[config.mk]
export PLATFORM = sky130hd
export DESIGN_NAME = hhmm_clock_with_set_and_display_mux
export DESIGN_NICKNAME = d
export VERILOG_FILES = /design/src/sv/hhmm_pkg.sv /design/src/sv/hhmm_clock_with_set_and_display_mux.sv /design/src/sv/hhmm_time.sv /design/src/sv/hhmm_display.sv
export SDC_FILE = /design/constraint.sdc
export NUM_CORES = 1
export LEC_CHECK = 0
export BUFFER_PORTS_ARGS = -buffer_cell sky130_fd_sc_hd__buf_2
export CORE_MARGIN = 5
export CORE_UTILIZATION = 50
export CTS_CLUSTER_DIAMETER = 120
export DETAILED_ROUTE_END_ITERATION = 16
export PLACE_DENSITY = 0.72
export SLEW_MARGIN = 15
export SYNTH_ARGS = -nofsm -noshare
export SYNTH_HDL_FRONTEND = slang
export SYNTH_SLANG_ARGS = --single-unit
[constraint.sdc]
create_clock -name clk -period 14.2 [get_ports clk]
set_input_delay 4.26 -clock clk [delete_from_list [all_inputs] [get_ports clk]]
set_output_delay 4.26 -clock clk [all_outputs]
set_load 0.02 [all_outputs]
[src/sv/hhmm_pkg.sv]
package hhmm_pkg;

    localparam int NUM_DIGITS = 4;
    localparam int DIGIT_IDX_W = $clog2(NUM_DIGITS);

    localparam int SEG_W    = 7;
    localparam int HOUR_W   = 5;
    localparam int MIN_W    = 6;
    localparam int SEC_W    = 6;
    localparam int PRESC_W  = 16;
    localparam int BTN_W    = 3;

    localparam logic [PRESC_W-1:0] PRESCALE_RESET = 16'd1000;

    localparam logic [SEC_W-1:0]  SEC_LAST  = 6'd59;
    localparam logic [MIN_W-1:0]  MIN_LAST  = 6'd59;
    localparam logic [HOUR_W-1:0] HOUR_LAST = 5'd23;

    // operation codes carried on the input tuser
    localparam logic OP_TICK    = 1'b0;
    localparam logic OP_BUTTONS = 1'b1;

    // button bit positions
    localparam int BTN_UP     = 0;
    localparam int BTN_DOWN   = 1;
    localparam int BTN_TOGGLE = 2;

    // next time-of-day values handed to the display side
    typedef struct packed {
        logic [HOUR_W-1:0] hours;
        logic [MIN_W-1:0]  minutes;
        logic [SEC_W-1:0]  seconds;
        logic              hours_mode;
        logic              rewrite;
    } time_view_t;

    typedef struct packed {
        logic [SEG_W-1:0]      segments;
        logic [NUM_DIGITS-1:0] enables;
    } disp_view_t;

    function automatic logic [SEG_W-1:0] seg_font(input logic [3:0] d);
        logic [SEG_W-1:0] s;
        unique case (d)
            4'd0:    s = 7'h3f;
            4'd1:    s = 7'h06;
            4'd2:    s = 7'h5b;
            4'd3:    s = 7'h4f;
            4'd4:    s = 7'h66;
            4'd5:    s = 7'h6d;
            4'd6:    s = 7'h7d;
            4'd7:    s = 7'h07;
            4'd8:    s = 7'h7f;
            4'd9:    s = 7'h6f;
            default: s = 7'h00;
        endcase
        return s;
    endfunction

    // tens digit of a value below 60
    function automatic logic [3:0] tens_of(input logic [5:0] v);
        logic [3:0] t;
        priority if (v >= 6'd50) t = 4'd5;
        else if (v >= 6'd40)     t = 4'd4;
        else if (v >= 6'd30)     t = 4'd3;
        else if (v >= 6'd20)     t = 4'd2;
        else if (v >= 6'd10)     t = 4'd1;
        else                     t = 4'd0;
        return t;
    endfunction

    function automatic logic [3:0] units_of(input logic [5:0] v);
        logic [5:0] t6;
        logic [5:0] u;
        t6 = {2'b00, tens_of(v)};
        u  = v - (t6 << 3) - (t6 << 1);
        return u[3:0];
    endfunction

endpackage

[src/sv/hhmm_clock_with_set_and_display_mux.sv]
// 24-hour clock with set buttons and a four-digit multiplexed 7-segment drive.
// Each input transaction is either a timer tick (tuser = 0) or a button sample
// (tuser = 1), and each produces exactly one result transaction carrying the
// display drive, the time and the set mode. The state update for one
// transaction is a single pass of logic into the state and result registers,
// so a transaction is accepted every cycle and its result appears on the
// output in the next cycle; the output register stalls intake only while it
// holds a result the sink has not taken. prescale_reload sets the number of
// ticks per second (0 means 65536) and may be written only while idle.
module hhmm_clock_with_set_and_display_mux (
    input  logic        clk,
    input  logic        rst_n,
    input  logic        cfg_we,
    input  logic [15:0] cfg_wdata,       // prescale_reload
    input  logic        s_axis_tvalid,
    output logic        s_axis_tready,
    input  logic [7:0]  s_axis_tdata,    // [2:0] buttons, [7:3] zero
    input  logic [0:0]  s_axis_tuser,    // [0] operation
    output logic        m_axis_tvalid,
    input  logic        m_axis_tready,
    output logic [31:0] m_axis_tdata     // [6:0] segments, [10:7] digit_enable,
                                         // [15:11] hours_now, [21:16] minutes_now,
                                         // [27:22] seconds_now, [28] setting_hours,
                                         // [31:29] zero
);
    import hhmm_pkg::*;

    logic [PRESC_W-1:0] reload_reg;
    logic               out_valid_reg;
    logic [31:0]        out_data_reg;
    logic               accept;

    time_view_t tview;
    disp_view_t dview;

    assign s_axis_tready = !out_valid_reg || m_axis_tready;
    assign accept        = s_axis_tvalid && s_axis_tready;

    always_ff @(posedge clk or negedge rst_n)
    begin
        if (!rst_n)
            reload_reg <= PRESCALE_RESET;
        else if (cfg_we)
            reload_reg <= cfg_wdata;
    end

    hhmm_time u_time (
        .clk             (clk),
        .rst_n           (rst_n),
        .accept          (accept),
        .operation       (s_axis_tuser[0]),
        .buttons         (s_axis_tdata[BTN_W-1:0]),
        .prescale_reload (reload_reg),
        .view_next       (tview)
    );

    hhmm_display u_display (
        .clk       (clk),
        .rst_n     (rst_n),
        .accept    (accept),
        .operation (s_axis_tuser[0]),
        .view_next (tview),
        .disp_next (dview)
    );

    always_ff @(posedge clk or negedge rst_n)
    begin
        if (!rst_n)
            out_valid_reg <= 1'b0;
        else if (accept)
            out_valid_reg <= 1'b1;
        else if (m_axis_tready)
            out_valid_reg <= 1'b0;
    end

    // display bits always mirror the display latches, reset included
    always_ff @(posedge clk or negedge rst_n)
    begin
        if (!rst_n)
            out_data_reg <= '0;
        else if (accept)
            out_data_reg <= {3'b000, tview.hours_mode, tview.seconds, tview.minutes,
                             tview.hours, dview.enables, dview.segments};
    end

    assign m_axis_tvalid = out_valid_reg;
    assign m_axis_tdata  = out_data_reg;

    assert property (@(posedge clk) disable iff (!rst_n)
        m_axis_tvalid && !m_axis_tready |-> !s_axis_tready)
        else $error("intake open while result is stalled");

    assert property (@(posedge clk) disable iff (!rst_n)
        accept |=> m_axis_tvalid)
        else $error("accepted transaction produced no result");

    assert property (@(posedge clk) disable iff (!rst_n)
        m_axis_tvalid |-> (m_axis_tdata[15:11] < 5'd24) && (m_axis_tdata[21:16] < 6'd60)
                          && (m_axis_tdata[27:22] < 6'd60))
        else $error("time field out of range");

    assert property (@(posedge clk) disable iff (!rst_n)
        accept && (s_axis_tuser[0] == OP_BUTTONS) |=> $stable(m_axis_tdata[10:0]))
        else $error("button sample changed the digit drive");

endmodule

[src/sv/hhmm_time.sv]
module hhmm_time (
    input  logic                          clk,
    input  logic                          rst_n,
    input  logic                          accept,
    input  logic                          operation,
    input  logic [hhmm_pkg::BTN_W-1:0]    buttons,
    input  logic [hhmm_pkg::PRESC_W-1:0]  prescale_reload,
    output hhmm_pkg::time_view_t          view_next
);
    import hhmm_pkg::*;

    logic [PRESC_W-1:0] prescaler_reg, prescaler_next;
    logic [SEC_W-1:0]   seconds_reg, seconds_next;
    logic [MIN_W-1:0]   minutes_reg, minutes_next;
    logic [HOUR_W-1:0]  hours_reg, hours_next;
    logic               mode_reg, mode_next;
    logic [BTN_W-1:0]   prev_btn_reg, prev_btn_next;
    logic               rewrite;

    logic [PRESC_W-1:0] presc_dec;
    logic [BTN_W-1:0]   rise;
    logic [MIN_W-1:0]   min_up;
    logic [HOUR_W-1:0]  hrs_up;

    assign presc_dec = prescaler_reg - PRESC_W'(1);
    assign rise      = ~prev_btn_reg & buttons;

    always_comb
    begin
        prescaler_next = prescaler_reg;
        seconds_next   = seconds_reg;
        minutes_next   = minutes_reg;
        hours_next     = hours_reg;
        mode_next      = mode_reg;
        prev_btn_next  = prev_btn_reg;
        rewrite        = 1'b0;
        min_up         = minutes_reg;
        hrs_up         = hours_reg;

        if (operation == OP_TICK)
        begin
            prescaler_next = presc_dec;
            if (presc_dec == '0)
            begin
                prescaler_next = prescale_reload;
                if (seconds_reg >= SEC_LAST)
                begin
                    seconds_next = '0;
                    rewrite      = 1'b1;
                    if (minutes_reg >= MIN_LAST)
                    begin
                        minutes_next = '0;
                        hours_next   = (hours_reg >= HOUR_LAST) ? '0 : hours_reg + HOUR_W'(1);
                    end
                    else
                    begin
                        minutes_next = minutes_reg + MIN_W'(1);
                    end
                end
                else
                begin
                    seconds_next = seconds_reg + SEC_W'(1);
                end
            end
        end
        else
        begin
            prev_btn_next = buttons;
            // up first, then down, both with the mode from before the toggle
            if (rise[BTN_UP])
            begin
                if (mode_reg)
                    hrs_up = (hours_reg >= HOUR_LAST) ? '0 : hours_reg + HOUR_W'(1);
                else
                    min_up = (minutes_reg >= MIN_LAST) ? '0 : minutes_reg + MIN_W'(1);
            end
            hours_next   = hrs_up;
            minutes_next = min_up;
            if (rise[BTN_DOWN])
            begin
                if (mode_reg)
                    hours_next = (hrs_up == '0) ? HOUR_LAST : hrs_up - HOUR_W'(1);
                else
                    minutes_next = (min_up == '0) ? MIN_LAST : min_up - MIN_W'(1);
            end
            rewrite   = rise[BTN_UP] | rise[BTN_DOWN];
            mode_next = mode_reg ^ rise[BTN_TOGGLE];
        end
    end

    always_ff @(posedge clk or negedge rst_n)
    begin
        if (!rst_n)
        begin
            prescaler_reg <= '0;
            seconds_reg   <= '0;
            minutes_reg   <= '0;
            hours_reg     <= '0;
            mode_reg      <= 1'b0;
            prev_btn_reg  <= '0;
        end
        else if (accept)
        begin
            prescaler_reg <= prescaler_next;
            seconds_reg   <= seconds_next;
            minutes_reg   <= minutes_next;
            hours_reg     <= hours_next;
            mode_reg      <= mode_next;
            prev_btn_reg  <= prev_btn_next;
        end
    end

    assign view_next.hours      = hours_next;
    assign view_next.minutes    = minutes_next;
    assign view_next.seconds    = seconds_next;
    assign view_next.hours_mode = mode_next;
    assign view_next.rewrite    = rewrite;

endmodule

[src/sv/hhmm_display.sv]
module hhmm_display (
    input  logic                  clk,
    input  logic                  rst_n,
    input  logic                  accept,
    input  logic                  operation,
    input  hhmm_pkg::time_view_t  view_next,
    output hhmm_pkg::disp_view_t  disp_next
);
    import hhmm_pkg::*;

    logic [SEG_W-1:0]       image_reg [NUM_DIGITS];
    logic [SEG_W-1:0]       image_next [NUM_DIGITS];
    logic [DIGIT_IDX_W-1:0] index_reg, index_next;
    logic [SEG_W-1:0]       seg_reg, seg_next;
    logic [NUM_DIGITS-1:0]  en_reg, en_next;

    logic [DIGIT_IDX_W-1:0] idx_step;
    logic [5:0]             hrs6;

    assign idx_step = (index_reg == DIGIT_IDX_W'(NUM_DIGITS - 1)) ? '0
                                                                  : index_reg + DIGIT_IDX_W'(1);
    assign hrs6 = {1'b0, view_next.hours};

    always_comb
    begin
        seg_next   = seg_reg;
        en_next    = en_reg;
        index_next = index_reg;
        for (int i = 0; i < NUM_DIGITS; i++)
            image_next[i] = image_reg[i];

        // refresh uses the image from before any rewrite in the same transaction
        if (operation == OP_TICK)
        begin
            index_next = idx_step;
            seg_next   = image_reg[idx_step];
            en_next    = (en_reg & ~(NUM_DIGITS'(1) << index_reg)) | (NUM_DIGITS'(1) << idx_step);
        end

        // a rewrite resets the scan index but leaves the enable latch alone
        if (view_next.rewrite)
        begin
            image_next[0] = seg_font(tens_of(hrs6));
            image_next[1] = seg_font(units_of(hrs6));
            image_next[2] = seg_font(tens_of(view_next.minutes));
            image_next[3] = seg_font(units_of(view_next.minutes));
            index_next    = '0;
        end
    end

    always_ff @(posedge clk or negedge rst_n)
    begin
        if (!rst_n)
        begin
            for (int i = 0; i < NUM_DIGITS; i++)
                image_reg[i] <= '0;
            index_reg <= '0;
            seg_reg   <= '0;
            en_reg    <= '0;
        end
        else if (accept)
        begin
            for (int i = 0; i < NUM_DIGITS; i++)
                image_reg[i] <= image_next[i];
            index_reg <= index_next;
            seg_reg   <= seg_next;
            en_reg    <= en_next;
        end
    end

    assign disp_next.segments = seg_next;
    assign disp_next.enables  = en_next;

endmodule
==> results.txt, run 1 <==
The die width is 122 um, and the adder-cell share of the synthesized area is 0.0776. In this design, the stage delay of the slowest critical-path cell is 210 ps. The residual antenna-violating net count after detailed routing is 0.

The run finished with clean final reports. Cell with the most instances after synthesis: sky130_fd_sc_hd__nand2_1. The path class of the tightest hold or removal check is flop to flop. In this run the count of I/O pins placed on the die edge is 64.

For this block, the routed nets add up to 14700 um of wire. The cell count of the worst hold path was 2; the static leakage was 3.08 nW. After synthesis, the largest family of logic cells by area is simple AND/OR/NAND/NOR gates.

Mux share of post-synthesis cell area: 0.0700. The share of the synthesized area in compound gates (AO/OA/AOI/OAI) came out at 0.196. Sorting the synthesized cells by area gives the leading types as sky130_fd_sc_hd__dfrtp_1, sky130_fd_sc_hd__ha_1, sky130_fd_sc_hd__nand2_1. The H-tree was split into 3 levels.

The mean instance size in the synthesized netlist was 8.82 um2. The filler cell count was 1110. For the global router's overall resource usage, the log shows 0.210. The fraction of final layout cells sized beyond drive strength 1 came out at 0.168. The max-slew headroom at the worst pin is 0.301. In this run the power density over the cells is 203 nW/um2. The floorplan step defined a die boundary enclosing 14900 um2. Entering global routing, the biggest net connects 62 pins. Buffers added to address setup during post-CTS repair amount to 0. The wire-length estimate of the detail-placed layout is 10900 um. The routed layout has 5347 vias. The wire length of the first global-routing pass was 25200 um; the clock tree skew after final layout was 7.02 ps. The most area-hungry cell type in the Yosys netlist is sky130_fd_sc_hd__dfrtp_1. The tools report the sequential element share of the synthesized area as 0.377. The cell that appears most often on the critical path is sky130_fd_sc_hd__buf_2. The Yosys step of the flow raised 0 warnings. Clock tree synthesis selected as its root buffer the cell sky130_fd_sc_hd__clkbuf_16.

At the end of the flow, the number of nets in the layout was 812. TritonCTS built the clock tree. Total power for the finished layout comes to 0.00141 W. The post-synthesis share of cell area spent on xor and xnor gates came out at 0.0278.

Yosys mapped the design onto 76 distinct sky130hd cell types. For this run, the top clock speed supported by timing is 111 MHz. The tools report the arrival time reported for the critical path endpoint as 4760 ps. After clock tree synthesis, the flow added hold-fix buffers numbering 0.

For this block, the initial DRC count from the detailed router was 461. Cell count of the worst reg-to-reg path: 21. In the routed layout, each cell is associated on average with a via count of 5.83.

Hold is met by 471 ps. The run gives 40 as the number of cell rows. End point of the worst hold path: u_display.seg_reg[3]. Max-cap violations in this run came to 0.

The tools report the launch instance of the worst min-delay path as u_display.seg_reg[3]. The run gives 0.109 mV as the worst-case vdd ir drop. The tools report the worst reg2reg path endpoint as u_display.image_reg[3]. The proportion of register bits with asynchronous set or reset after synthesis works out to 1.00. Clock-pin slew was measured on the worst setup and hold paths at 60 ps. 0 antenna diodes ended up in the layout. After floorplanning, the core was sized to cover 12200 um2. Via count of the first global-routing pass: 5228. The worst setup path is of the input pin to output pin kind.

The logs give 0.515 for the effective utilization at floorplan and 0 for the post-route DRC violation count. The share of Yosys cell area claimed by the top area cell type is 0.352, and the number of failing hold endpoints at the final stage is 0. The tools report the critical path endpoint category as an output pin. The maximum clock insertion buffer count was 2. For this run the aggregate overflow at the end of global routing stands at 0. After clock tree synthesis, the repair step resized 0 gates. Setup repair after global routing left no endpoint under its margin.

The multi-input combinational cell area came out at 3660 um2. The number of clock buffers added by TritonCTS is 9. Across the whole layout, storage elements account for 2360 um2. Slew at the pin closest to its max-slew limit: 1050 ps. Dividing the detail-routed wire length by the instance count gives 16.1 um. The die extent in y came out at 122 um. The worst setup path is launched from an input pin. The number of max-slew violations in the final report came out at 0. Counting every sink on the clock net gives 94. For the netlist area before placement, the log shows 6260 um2. Sorting the synthesized cells by how often they occur yields sky130_fd_sc_hd__nand2_1, sky130_fd_sc_hd__dfrtp_1, sky130_fd_sc_hd__nor2_1, sky130_fd_sc_hd__o21ai_0, sky130_fd_sc_hd__a21oi_1. Traced cell by cell, the critical path runs through buf_2 > nand2b_1 > buf_2. Counting flops and latches in the post-synthesis netlist gives 94. In this run the critical register-to-register path is launched from u_time.prescaler_reg[0]. The first detailed-routing pass took 5 iterations. The number of antenna violations at the first check in global routing is 0.

The final setup violation count is 0. After layout, the minimum clock period comes to 9020 ps. The final critical-path share of the clock period is 0.635, and the later-pin clock latency in the skew report is 350 ps.

At the worst endpoint, the required time is 9940 ps. The count of buffers added on input and output ports is 55. The setup slack of the worst register-to-register path is 8650 ps. Cell type of the slowest stage on the worst timing path: sky130_fd_sc_hd__nand2b_1. For the count of mapped cells out of synthesis, the log shows 710. Dominant synthesized flop cell: sky130_fd_sc_hd__dfrtp_1. The number of enable-type register cells in the synthesized netlist was 0; the number of flip-flops in the largest register was 27. In this run the worst path has a maximum fanout of 6. The final weighted congestion of routability-driven global placement is 0.876, and the setup TNS after final layout is 0 ps.

Simple logic cell fraction of the synthesized area: 0.211. Compared with the post-synthesis result, the final layout area differs by 11.0%.
==> power by group <==
| part | internal [W] | switching, W |
|---|---|---|
| Sequential | 0.000358 | 0.000102 |
| Combinational | 0.000279 | 0.000424 |
| Clock | 0.000146 | 0.000101 |
| Total | 0.000783 | 0.000628 |
==> worst max-delay path, delay by kind of cell <==
| kind | cells | cell delay [ps] |
|---|---|---|
| buffers and inverters | 2 | 290 |
| and+or+nand+nor | 1 | 210 |
==> routing by layer <==
layer	share of wire	up-vias	global-route usage
met2	0.48	143	0.352
met1	0.45	2560	0.276
met5	0	-	0
met3	0.050	20	0.0422
li1	-	2624	-
met4	0.014	0	0.0609
==> kinds of logic (layout without fill, tap and decap cells) <==
group	after synthesis	in the layout
mux	32	32
buf+inv	62	99
fa+ha+maj	39	39
simple gates	278	278
compound gates	185	185
flops	94	94
xor+xnor	19	19
other cells	1	3
==> layout make-up <==
cell class                      count  share of cell area
Multi-Input combinational cell    556               0.527
Clock inverter                      3             0.00630
Tap cell                          168              0.0302
Sequential cell                    94               0.340
Clock buffer                       13              0.0375
Timing Repair Buffer               63              0.0486
Inverter                           20              0.0108
==> how the worst max path moves through the flow <==
stage / start / endpoint / slack, ps / cells past startpoint
floorplan: m_axis_tready / s_axis_tready / 5400 / 1
global placement: m_axis_tready / s_axis_tready / 5190 / 3
finish: m_axis_tready / s_axis_tready / 5180 / 3
CTS: m_axis_tready / s_axis_tready / 5180 / 3
global route: s_axis_tdata[0] / u_display.image_reg[3] / 4890 / 20
detailed placement: s_axis_tdata[0] / u_display.image_reg[3] / 5170 / 20
==> metrics by stage <==
step,util,cell area (um2),std cells,setup slack [ps]
floorplan,-,6270,712,5400
global placement,0.546,6650,901,5190
detailed placement,0.546,6650,901,5170
CTS,0.571,6950,917,5180
global route,0.571,6950,917,4890
finish,0.571,6950,917,5180
==> layout by cell type (no fill, tap or decap), drive strengths merged, types with 5 or more instances in the layout <==
cell	instances
nor3	18
dfrtp	88
mux2	21
nand2b	6
xnor2	10
o21ai	47
and2	15
buf	63
nor3b	5
clkbuf	13
a21oi	41
nand4	6
or3	7
and3	10
o31ai	13
a31oi	17
nand2	108
dfstp	6
xor2	9
o311ai	5
nor2	64
nand3	19
mux4	7
o22ai	5
o2111ai	5
inv	20
a21o	6
ha	38
Note: power is estimated with default switching activity, not from simulation.
==> inputs of run 2 (changes only) <==
==> constraint.sdc (replaced) <==
create_clock -name clk -period 9.4 [get_ports clk]
set_input_delay 2.82 -clock clk [delete_from_list [all_inputs] [get_ports clk]]
set_output_delay 2.82 -clock clk [all_outputs]
set_load 0.02 [all_outputs]
==> run 2 against run 1 <==
Clock-buffer cell count is 4 lower. Global-route usage about the same. Sequential cell count unchanged. Die area unchanged. Cell count unchanged. Clock skew rose by 2.7 ps. Critical endpoint is now u_display.image_reg[3].
==> results.txt, run 2 (synthesized netlist as in run 1, its figures left out) <==
The logs give 0.210 (-0.000327) for the global router's overall resource usage and 0.289 (-0.0116) for the max-slew headroom at the worst pin. The power density over the cells came out at 305 nW/um2 (+50%). The number of buffer cells added on primary ports is 55 (unchanged), and the number of buffers inserted for hold repair after clock tree synthesis is 0 (unchanged). The routed length per placed instance came out at 16.2 um (+0.64%). The run gives 812 (unchanged) as the number of nets in the final layout. The worst-case vdd ir drop was 0.133 mV (+22%); the area added between synthesis and finish was 10.6%. The number of clock sinks seen by CTS was 94 (unchanged).

Setup repair after global routing left no endpoint under its margin. The tools report the DRC marker count from the first detailed-route iteration as 426 (-7.6%). The kind of cell adding the most delay to the critical path was compound AO/OA/AOI/OAI gates.

Slew at the pin closest to its max-slew limit: 1060 ps (+17.3 ps). The run gives 6920 um2 (-0.41%) as the summed area of non-filler cells in the final layout. The die width was 122 um (unchanged). Static timing analysis puts the maximum clock frequency at 140 MHz. The flow ran to the end, and the final reports show no timing, DRC or antenna violations. The run gives 0 (unchanged) as the residual antenna-violating net count after detailed routing.

The signal on the critical path passes through buf_2 > nor3b_1 > a21oi_1 > o31ai_1 > nand2_1 > o21ai_0 > mux2i_1 > a21oi_1 > inv_1 > ha_1 > nor2_1 > o21ai_0 > a311o_1 > and2_1 > ha_1 > xor2_1 > nand2_1 > a2111oi_1 > a2111oi_2 > o2111ai_1. The fraction of final layout cells sized beyond drive strength 1 was 0.171 (+0.00267). The tree is rooted in a sky130_fd_sc_hd__clkbuf_16. Leaving out fill and tap cells, the most frequent cells in the layout are sky130_fd_sc_hd__nand2_1, sky130_fd_sc_hd__dfrtp_1, sky130_fd_sc_hd__nor2_1. Clock tree skew after final layout: 9.69 ps (+2.67 ps). The tools report the source of the worst register-to-register timing path as u_time.prescaler_reg[0].

TritonCTS built the clock tree. Half-perimeter wire length after placement: 10800 um (-0.79%). The tools report the launching instance or port of the critical path as s_axis_tdata[0]. For the aggregate routed wire length, the log shows 14800 um (+0.64%). The total placed instance area is 6650 um2 (unchanged). The cell type of the slowest stage on the worst timing path was sky130_fd_sc_hd__nor3b_1. The filler cell count came out at 1140 (+2.7%). The critical path is of the input pin to flop type. The max capacitance violation total is 0 (unchanged). The tools report the nature of the critical path startpoint as an input pin. The first-pass detailed-route iteration total is 5 (unchanged), and the multi-input combinational cell area is 3660 um2 (unchanged).

The logs give 0 (unchanged) for the number of max-slew violations in the final report and 9660 ps (-280 ps) for the required time reported for the critical path endpoint. The number of H-tree levels is 3 (unchanged), and the count of instances resized after the clock tree is built is 0 (unchanged). The run gives 3.06 nW (-0.71%) as the static leakage. The tools report the wire length of the first global-routing pass as 25500 um (+1.2%).

The storage element area is 2360 um2 (unchanged), and the number of setup buffers added after CTS is 0 (unchanged). The setup TNS after final layout came out at 0 ps (unchanged). The number of antenna violations at the first check in global routing came out at 0 (unchanged). Leading cell type in the layout, fill and taps excluded: sky130_fd_sc_hd__nand2_1.

The tightest min-delay check is of the flop to flop type. The run gives 0 (unchanged) as the total global routing overflow. The final critical-path share of the clock period was 0.759; the core area was 12200 um2 (unchanged). The run gives 0 (unchanged) as the post-route DRC violation count. Biggest fanout along the worst timing path: 6 (unchanged). The tools report the arrival time reported for the critical path endpoint as 7400 ps (+2640 ps).

The number of failing hold endpoints at the final stage came out at 0 (unchanged). The die extent in y came out at 122 um (unchanged). The number of flip-flops in the largest register was 27 (unchanged). The tools report the launch instance of the worst min-delay path as u_display.seg_reg[3]. The smallest clock period supported by the final layout is computed as 7130 ps. For the via count of the first global-routing pass, the log shows 5356 (+2.4%). The number of cell rows is 40 (unchanged), and the clock edge transition at the registers on the reported setup and hold paths is 60 ps (about the same).

For the overall die area, the log shows 14900 um2 (unchanged). For the detailed-route via count, the log shows 5391 (+0.82%). The delay contributed by the slowest stage of the critical path was 670 ps (+460 ps); the final weighted congestion of routability-driven global placement was 0.908 (+3.6%).

Maximum clock insertion buffer count: 2 (unchanged). The final setup violation count was 0 (unchanged). The worst path buffer plus inverter count is 2 (unchanged).

For the largest net degree at the start of global routing, the log shows 65 (+4.8%). For the number of top-level pins, the log shows 64 (unchanged). The number of vias per cell was 5.88 (+0.82%). The run gives 0.515 (unchanged) as the effective utilization at floorplan. STA classifies the critical path endpoint as a flop. The number of buffers inserted during clock tree synthesis was 9 (unchanged); the later-pin clock latency in the skew report was 350 ps (about the same). The tools report the antenna diode count as 0 (unchanged).
[run 2: per-stage QoR]
stage / power [W] / worst slack [ps] / cells / hold WS, ps / util
after floorplan: 0.00149 / 2430 / 712 / 430 / -
after global placement: 0.00171 / 1970 / 901 / 450 / 0.546
after detailed placement: 0.00176 / 1930 / 901 / 451 / 0.546
after CTS: 0.00211 / 2300 / 917 / 470 / 0.569
after global routing: 0.00230 / 1590 / 917 / 495 / 0.569
final: 0.00211 / 2270 / 917 / 468 / 0.569
[run 2: cell type report]
cell class                 count  area share
timing repair buffer          63      0.0488
tap                          168      0.0304
multi-input combinational    556       0.529
sequential                    94       0.341
clock inverter                 7     0.00723
inverter                      20      0.0108
clock buffer                   9      0.0325
[run 2: worst paths after layout]
path	slack (ps)	end	depth (start not counted)
min in group asynchronous	2410	u_time.prescaler_reg[7]	1
max reg2reg	3970	u_display.image_reg[3]	21
min	470	u_display.seg_reg[3]	2
max	2270	u_display.image_reg[3]	20
max in group asynchronous	5860	u_display.image_reg[8]	2
min reg2reg	470	u_display.seg_reg[3]	2
[run 2: tightest hold or removal path: stages, from the launching register on]
cell and delay (ps):
sky130_fd_sc_hd__dfrtp_1 340, sky130_fd_sc_hd__nand2_1 50, sky130_fd_sc_hd__nand2_1 50
[run 2: per-layer routing]
| metal | vias to the layer above | wire, um | part of all wire | global-route usage |
|---|---|---|---|---|
| met2 | 120 | 7180 | 0.48 | 0.355 |
| li1 | 2629 | - | - | - |
| met3 | 20 | 668 | 0.045 | 0.0316 |
| met1 | 2622 | 6740 | 0.45 | 0.279 |
| met4 | 0 | 227 | 0.015 | 0.0616 |
| met5 | - | 0 | 0 | 0 |
[run 2: report_power, final]
part,switching (W),total [W],internal (W)
logic,0.000649,0.00107,0.000423
registers,0.000156,0.000695,0.000540
clock network,0.000164,0.000343,0.000180
==> inputs of run 3 (changes only) <==
--- a/config.mk
+++ b/config.mk
@@ -5,12 +5,13 @@
 export SDC_FILE = /design/constraint.sdc
 export NUM_CORES = 1
 export LEC_CHECK = 0
+export ABC_AREA = 1
 export BUFFER_PORTS_ARGS = -buffer_cell sky130_fd_sc_hd__buf_2
 export CORE_MARGIN = 5
 export CORE_UTILIZATION = 50
 export CTS_CLUSTER_DIAMETER = 120
 export DETAILED_ROUTE_END_ITERATION = 16
-export PLACE_DENSITY = 0.72
+export PLACE_DENSITY = 0.75
 export SLEW_MARGIN = 15
 export SYNTH_ARGS = -nofsm -noshare
 export SYNTH_HDL_FRONTEND = slang
==> constraint.sdc (replaced) <==
create_clock -name clk -period 6.1 [get_ports clk]
set_input_delay 1.83 -clock clk [delete_from_list [all_inputs] [get_ports clk]]
set_output_delay 1.83 -clock clk [all_outputs]
set_load 0.02 [all_outputs]
==> run 3 against run 2 <==
Global-route usage down 1.0 points. Register-to-register slack worse by 2800 ps. Area after synthesis up 8.7%. Combinational power up 110%. Routed wire length up 5.2%. Clock skew down 3.1 ps. Cell count up 30%. Sequential cell count unchanged. First-iteration DRC count up 9.9%. Critical path type unchanged. Critical endpoint is now u_display.image_reg[2]. Largest cell class unchanged.
==> results.txt, run 3 <==
The flow ran to the end, and the final reports show no timing, DRC or antenna violations. Fraction of final layout cells sized beyond drive strength 1: 0.176 (+0.00482). The min-delay analysis places its worst path in the category flop to flop. The mean instance size in the synthesized netlist was 7.10 um2 (-19%); the length of routed met3 wiring was 558 um (-16%). The dominant combinational cell family by area after synthesis is simple AND/OR/NAND/NOR gates. The most numerous cell type found on the critical path is sky130_fd_sc_hd__nand2_1.

The tools report the aggregate routed wire length as 15600 um (+5.2%). The setup TNS after final layout was 0 ps (unchanged). The clock tree skew after final layout was 6.58 ps (-3.11 ps).

The share of the synthesized area in compound gates (AO/OA/AOI/OAI) works out to 0.138 (-0.0582). The count of instances resized after the clock tree is built is 0 (unchanged). The logs give 11700 um (+8.3%) for the half-perimeter wire length after placement and 26800 um (+5.1%) for the wire length of the first global-routing pass.

The logs give 1190 ps (-2780 ps) for the setup slack of the worst register-to-register path and 0 (unchanged) for the residual antenna-violating net count after detailed routing. Number of vias per cell: 5.20 (-12%). The proportion of register bits with asynchronous set or reset after synthesis works out to 1.00 (unchanged). Leaving out fill and tap cells, the most frequent cells in the layout are sky130_fd_sc_hd__nand2_1, sky130_fd_sc_hd__inv_1, sky130_fd_sc_hd__o21ai_0. The logic gate share of total power was 0.583 (+0.075); the count of mapped cells out of synthesis was 958 (+35%). The tools report the netlist area before placement as 6810 um2 (+8.7%). TritonCTS built the clock tree. Number of top-level pins: 64 (unchanged). The most area-hungry cell type in the Yosys netlist is sky130_fd_sc_hd__dfrtp_1. The adder-cell share of the synthesized area works out to 0.0699 (-0.00769).

The sum of internal, switching and leakage power was 0.00384 W (+82%). The logs give 5620 ps (-1780 ps) for the arrival time reported for the critical path endpoint and 52 (-32%) for the number of distinct library cells after synthesis. The die width was 127 um (+3.9%); the maximum clock insertion buffer count was 2 (unchanged). The largest net degree at the start of global routing came out at 51 (-22%). The share of Yosys cell area claimed by the top area cell type is 0.324 (-0.0282), and the number of H-tree levels is 3 (unchanged).

The wire length on met2 was 7610 um (+6.0%). The max-slew headroom at the worst pin is 0.395 (+0.105), and the slew at the pin closest to its max-slew limit is 908 ps (-157 ps). The core area came out at 13300 um2 (+9.3%). The antenna diode count was 0 (unchanged). For the total placed instance area, the log shows 7250 um2 (+9.1%). The DRC marker count from the first detailed-route iteration was 468 (+9.9%). The synthesis warning total is 0 (unchanged).

STA classifies the critical path startpoint as an input pin. The power density over the cells was 507 nW/um2 (+66%); the summed area of non-filler cells in the final layout was 7570 um2 (+9.4%). The simple logic cell fraction of the synthesized area is 0.335 (+0.124), and the final setup violation count is 0 (unchanged). The logs give 0 (unchanged) for the number of setup buffers added after CTS and 0.261 mV (+97%) for the worst-case vdd ir drop. Fraction of power spent switching nets: 0.484 (+0.0257). The final critical-path share of the clock period is 0.873. The critical path endpoint category was a flop. The post-route DRC violation count was 0 (unchanged); the number of flip-flops in the largest register was 27 (unchanged).

For the via count of the first global-routing pass, the log shows 5859 (+9.4%). The required time reported for the critical path endpoint is 6400 ps (-3260 ps), and the effective utilization at floorplan is 0.512 (-0.00285). The peak clock frequency supported by timing was 188 MHz; the number of buffer cells added on primary ports was 55 (unchanged). The number of buffers inserted for hold repair after clock tree synthesis was 0 (unchanged); the number of max-slew violations in the final report was 0 (unchanged). The worst setup path is of the input pin to flop kind. The flip-flop and latch count after synthesis works out to 94 (unchanged). For the sequential element share of the synthesized area, the log shows 0.347 (-0.0302). The later-pin clock latency in the skew report is 360 ps (about the same). The post-synthesis share of cell area spent on xor and xnor gates came out at 0.00772 (-0.0201).

The buffer type at the clock tree root was sky130_fd_sc_hd__clkbuf_16. The run gives 0.00198 W (+73%) as the internal power consumption. The mux share of post-synthesis cell area was 0.0164 (-0.0536). The number of enable-type register cells in the synthesized netlist is 0 (unchanged).

The number of buffers inserted during clock tree synthesis is 9 (unchanged), and the die extent in y is 127 um (+3.9%). The run gives 42 (+5.0%) as the number of cell rows. The commonest cells after synthesis are sky130_fd_sc_hd__nand2_1, sky130_fd_sc_hd__inv_1, sky130_fd_sc_hd__o21ai_0, sky130_fd_sc_hd__dfrtp_1, sky130_fd_sc_hd__nor2_1.

The worst path needs 5320 ps of the cycle, external delays included. The delay contributed by the slowest stage of the critical path was 310 ps (-360 ps). Cell with the most instances after synthesis: sky130_fd_sc_hd__nand2_1. The cell type of the slowest stage on the worst timing path is sky130_fd_sc_hd__ha_1. The met1 layer wirelength in the final routing was 7140 um (+6.0%). The max capacitance violation total is 0 (unchanged), and the overall die area is 16000 um2 (+8.0%). The logs give 0.256 (-0.073) for the sequential share of power and 3.91 nW (+28%) for the static leakage. Ranked by total cell area, the synthesized netlist is headed by sky130_fd_sc_hd__dfrtp_1, sky130_fd_sc_hd__nand2_1, sky130_fd_sc_hd__ha_1. The logs give 0.161 (-0.002) for the clock share of power and 776 ps (-1490 ps) for the slack of the critical path.

The post-placement worst setup slack was 411 ps (-1510 ps); the number of nets in the final layout was 1076 (+33%). Setup repair after global routing left no endpoint under its margin. The routed length per placed instance works out to 13.1 um (-19%). The clock edge transition at the registers on the reported setup and hold paths is 70 ps (about the same), and the number of antenna violations at the first check in global routing is 0 (unchanged). The number of failing hold endpoints at the final stage is 0 (unchanged). The leading cell type in the layout, fill and taps excluded is sky130_fd_sc_hd__nand2_1.

The highest layer touched by signal routing is met4. The final weighted congestion of routability-driven global placement was 0.895 (-1.5%). The area added between synthesis and finish came out at 11.3%.

The first-pass detailed-route iteration total came out at 5 (unchanged). For the global router's overall resource usage, the log shows 0.200 (-0.0101). The biggest fanout along the worst timing path came out at 9 (+3). The net switching power was 0.00186 W (+92%); the total global routing overflow was 0 (unchanged).

The number of clock sinks seen by CTS came out at 94 (unchanged). The dominant synthesized flop cell is sky130_fd_sc_hd__dfrtp_1. The run gives 6185 (+15%) as the detailed-route via count.
run 3: changes by cell type after synthesis, moves of 15 or more:
cell,previous run,this run
sky130_fd_sc_hd__nand3_1,19,51
sky130_fd_sc_hd__nand2_1,108,284
sky130_fd_sc_hd__nor3_1,17,2
sky130_fd_sc_hd__inv_1,20,111
sky130_fd_sc_hd__nand2_2,0,31
sky130_fd_sc_hd__o21ai_0,46,91
run 3: per-layer routing:
layer,up-vias,GRT usage
met2,113,0.347
met3,18,0.0269
met1,2884,0.255
li1,3170,-
met5,-,0
met4,0,0.0707
run 3: power by group through the flow:
stage / clock [W] / combinational, W / sequential (W)
floorplan: 0 / 0.00173 / 0.00102
global placement: 0 / 0.00217 / 0.000987
detailed placement: 0 / 0.00222 / 0.000992
CTS: 0.000627 / 0.00224 / 0.000984
global route: 0.000652 / 0.00258 / 0.00101
finish: 0.000617 / 0.00224 / 0.000984
run 3: cells by family (layout without fill, tap and decap cells):
kind of cell / Yosys count / count (layout)
simple gates: 498 / 498
compound gates: 162 / 162
buf+inv: 149 / 202
flops: 94 / 94
fa+ha+maj: 38 / 38
mux: 10 / 10
xor+xnor: 6 / 6
other cells: 1 / 3
run 3: final timing paths:
kind	to	cells past startpoint	startpoint
hold reg to reg	u_display.seg_reg[5]	2	u_display.seg_reg[5]
min in group asynchronous	u_display.en_reg[2]	1	rst_n
setup / recovery	u_display.image_reg[2]	30	s_axis_tdata[0]
max in group asynchronous	u_time.minutes_reg[2]	2	rst_n
hold / removal	u_display.seg_reg[5]	2	u_display.seg_reg[5]
setup reg to reg	u_display.image_reg[6]	30	u_time.prescaler_reg[0]
run 3: metrics by stage:
stage	cells	util	hold slack (ps)
4_1_cts	1189	0.570	480
2_1_floorplan	960	-	434
5_1_grt	1189	0.570	494
6_report	1189	0.570	475
3_5_place_dp	1173	0.545	461
3_3_place_gp	1173	0.545	448
run 3: final cells by class:
type	instances	area (um2)
tap	176	220
sequential	94	2360
multi-input combinational	717	3870
clock inverter	7	96.3
inverter	123	467
clock buffer	9	225
timing repair buffer	63	338
fill	1257	5720
run 3: worst max-delay path: cells and delay by family:
family,cells,cell delay [ps]
adders and majority gates,2,500
buffers and inverters,8,740
AOI/OAI and AO/OA,1,170
and+or+nand+nor,19,2370
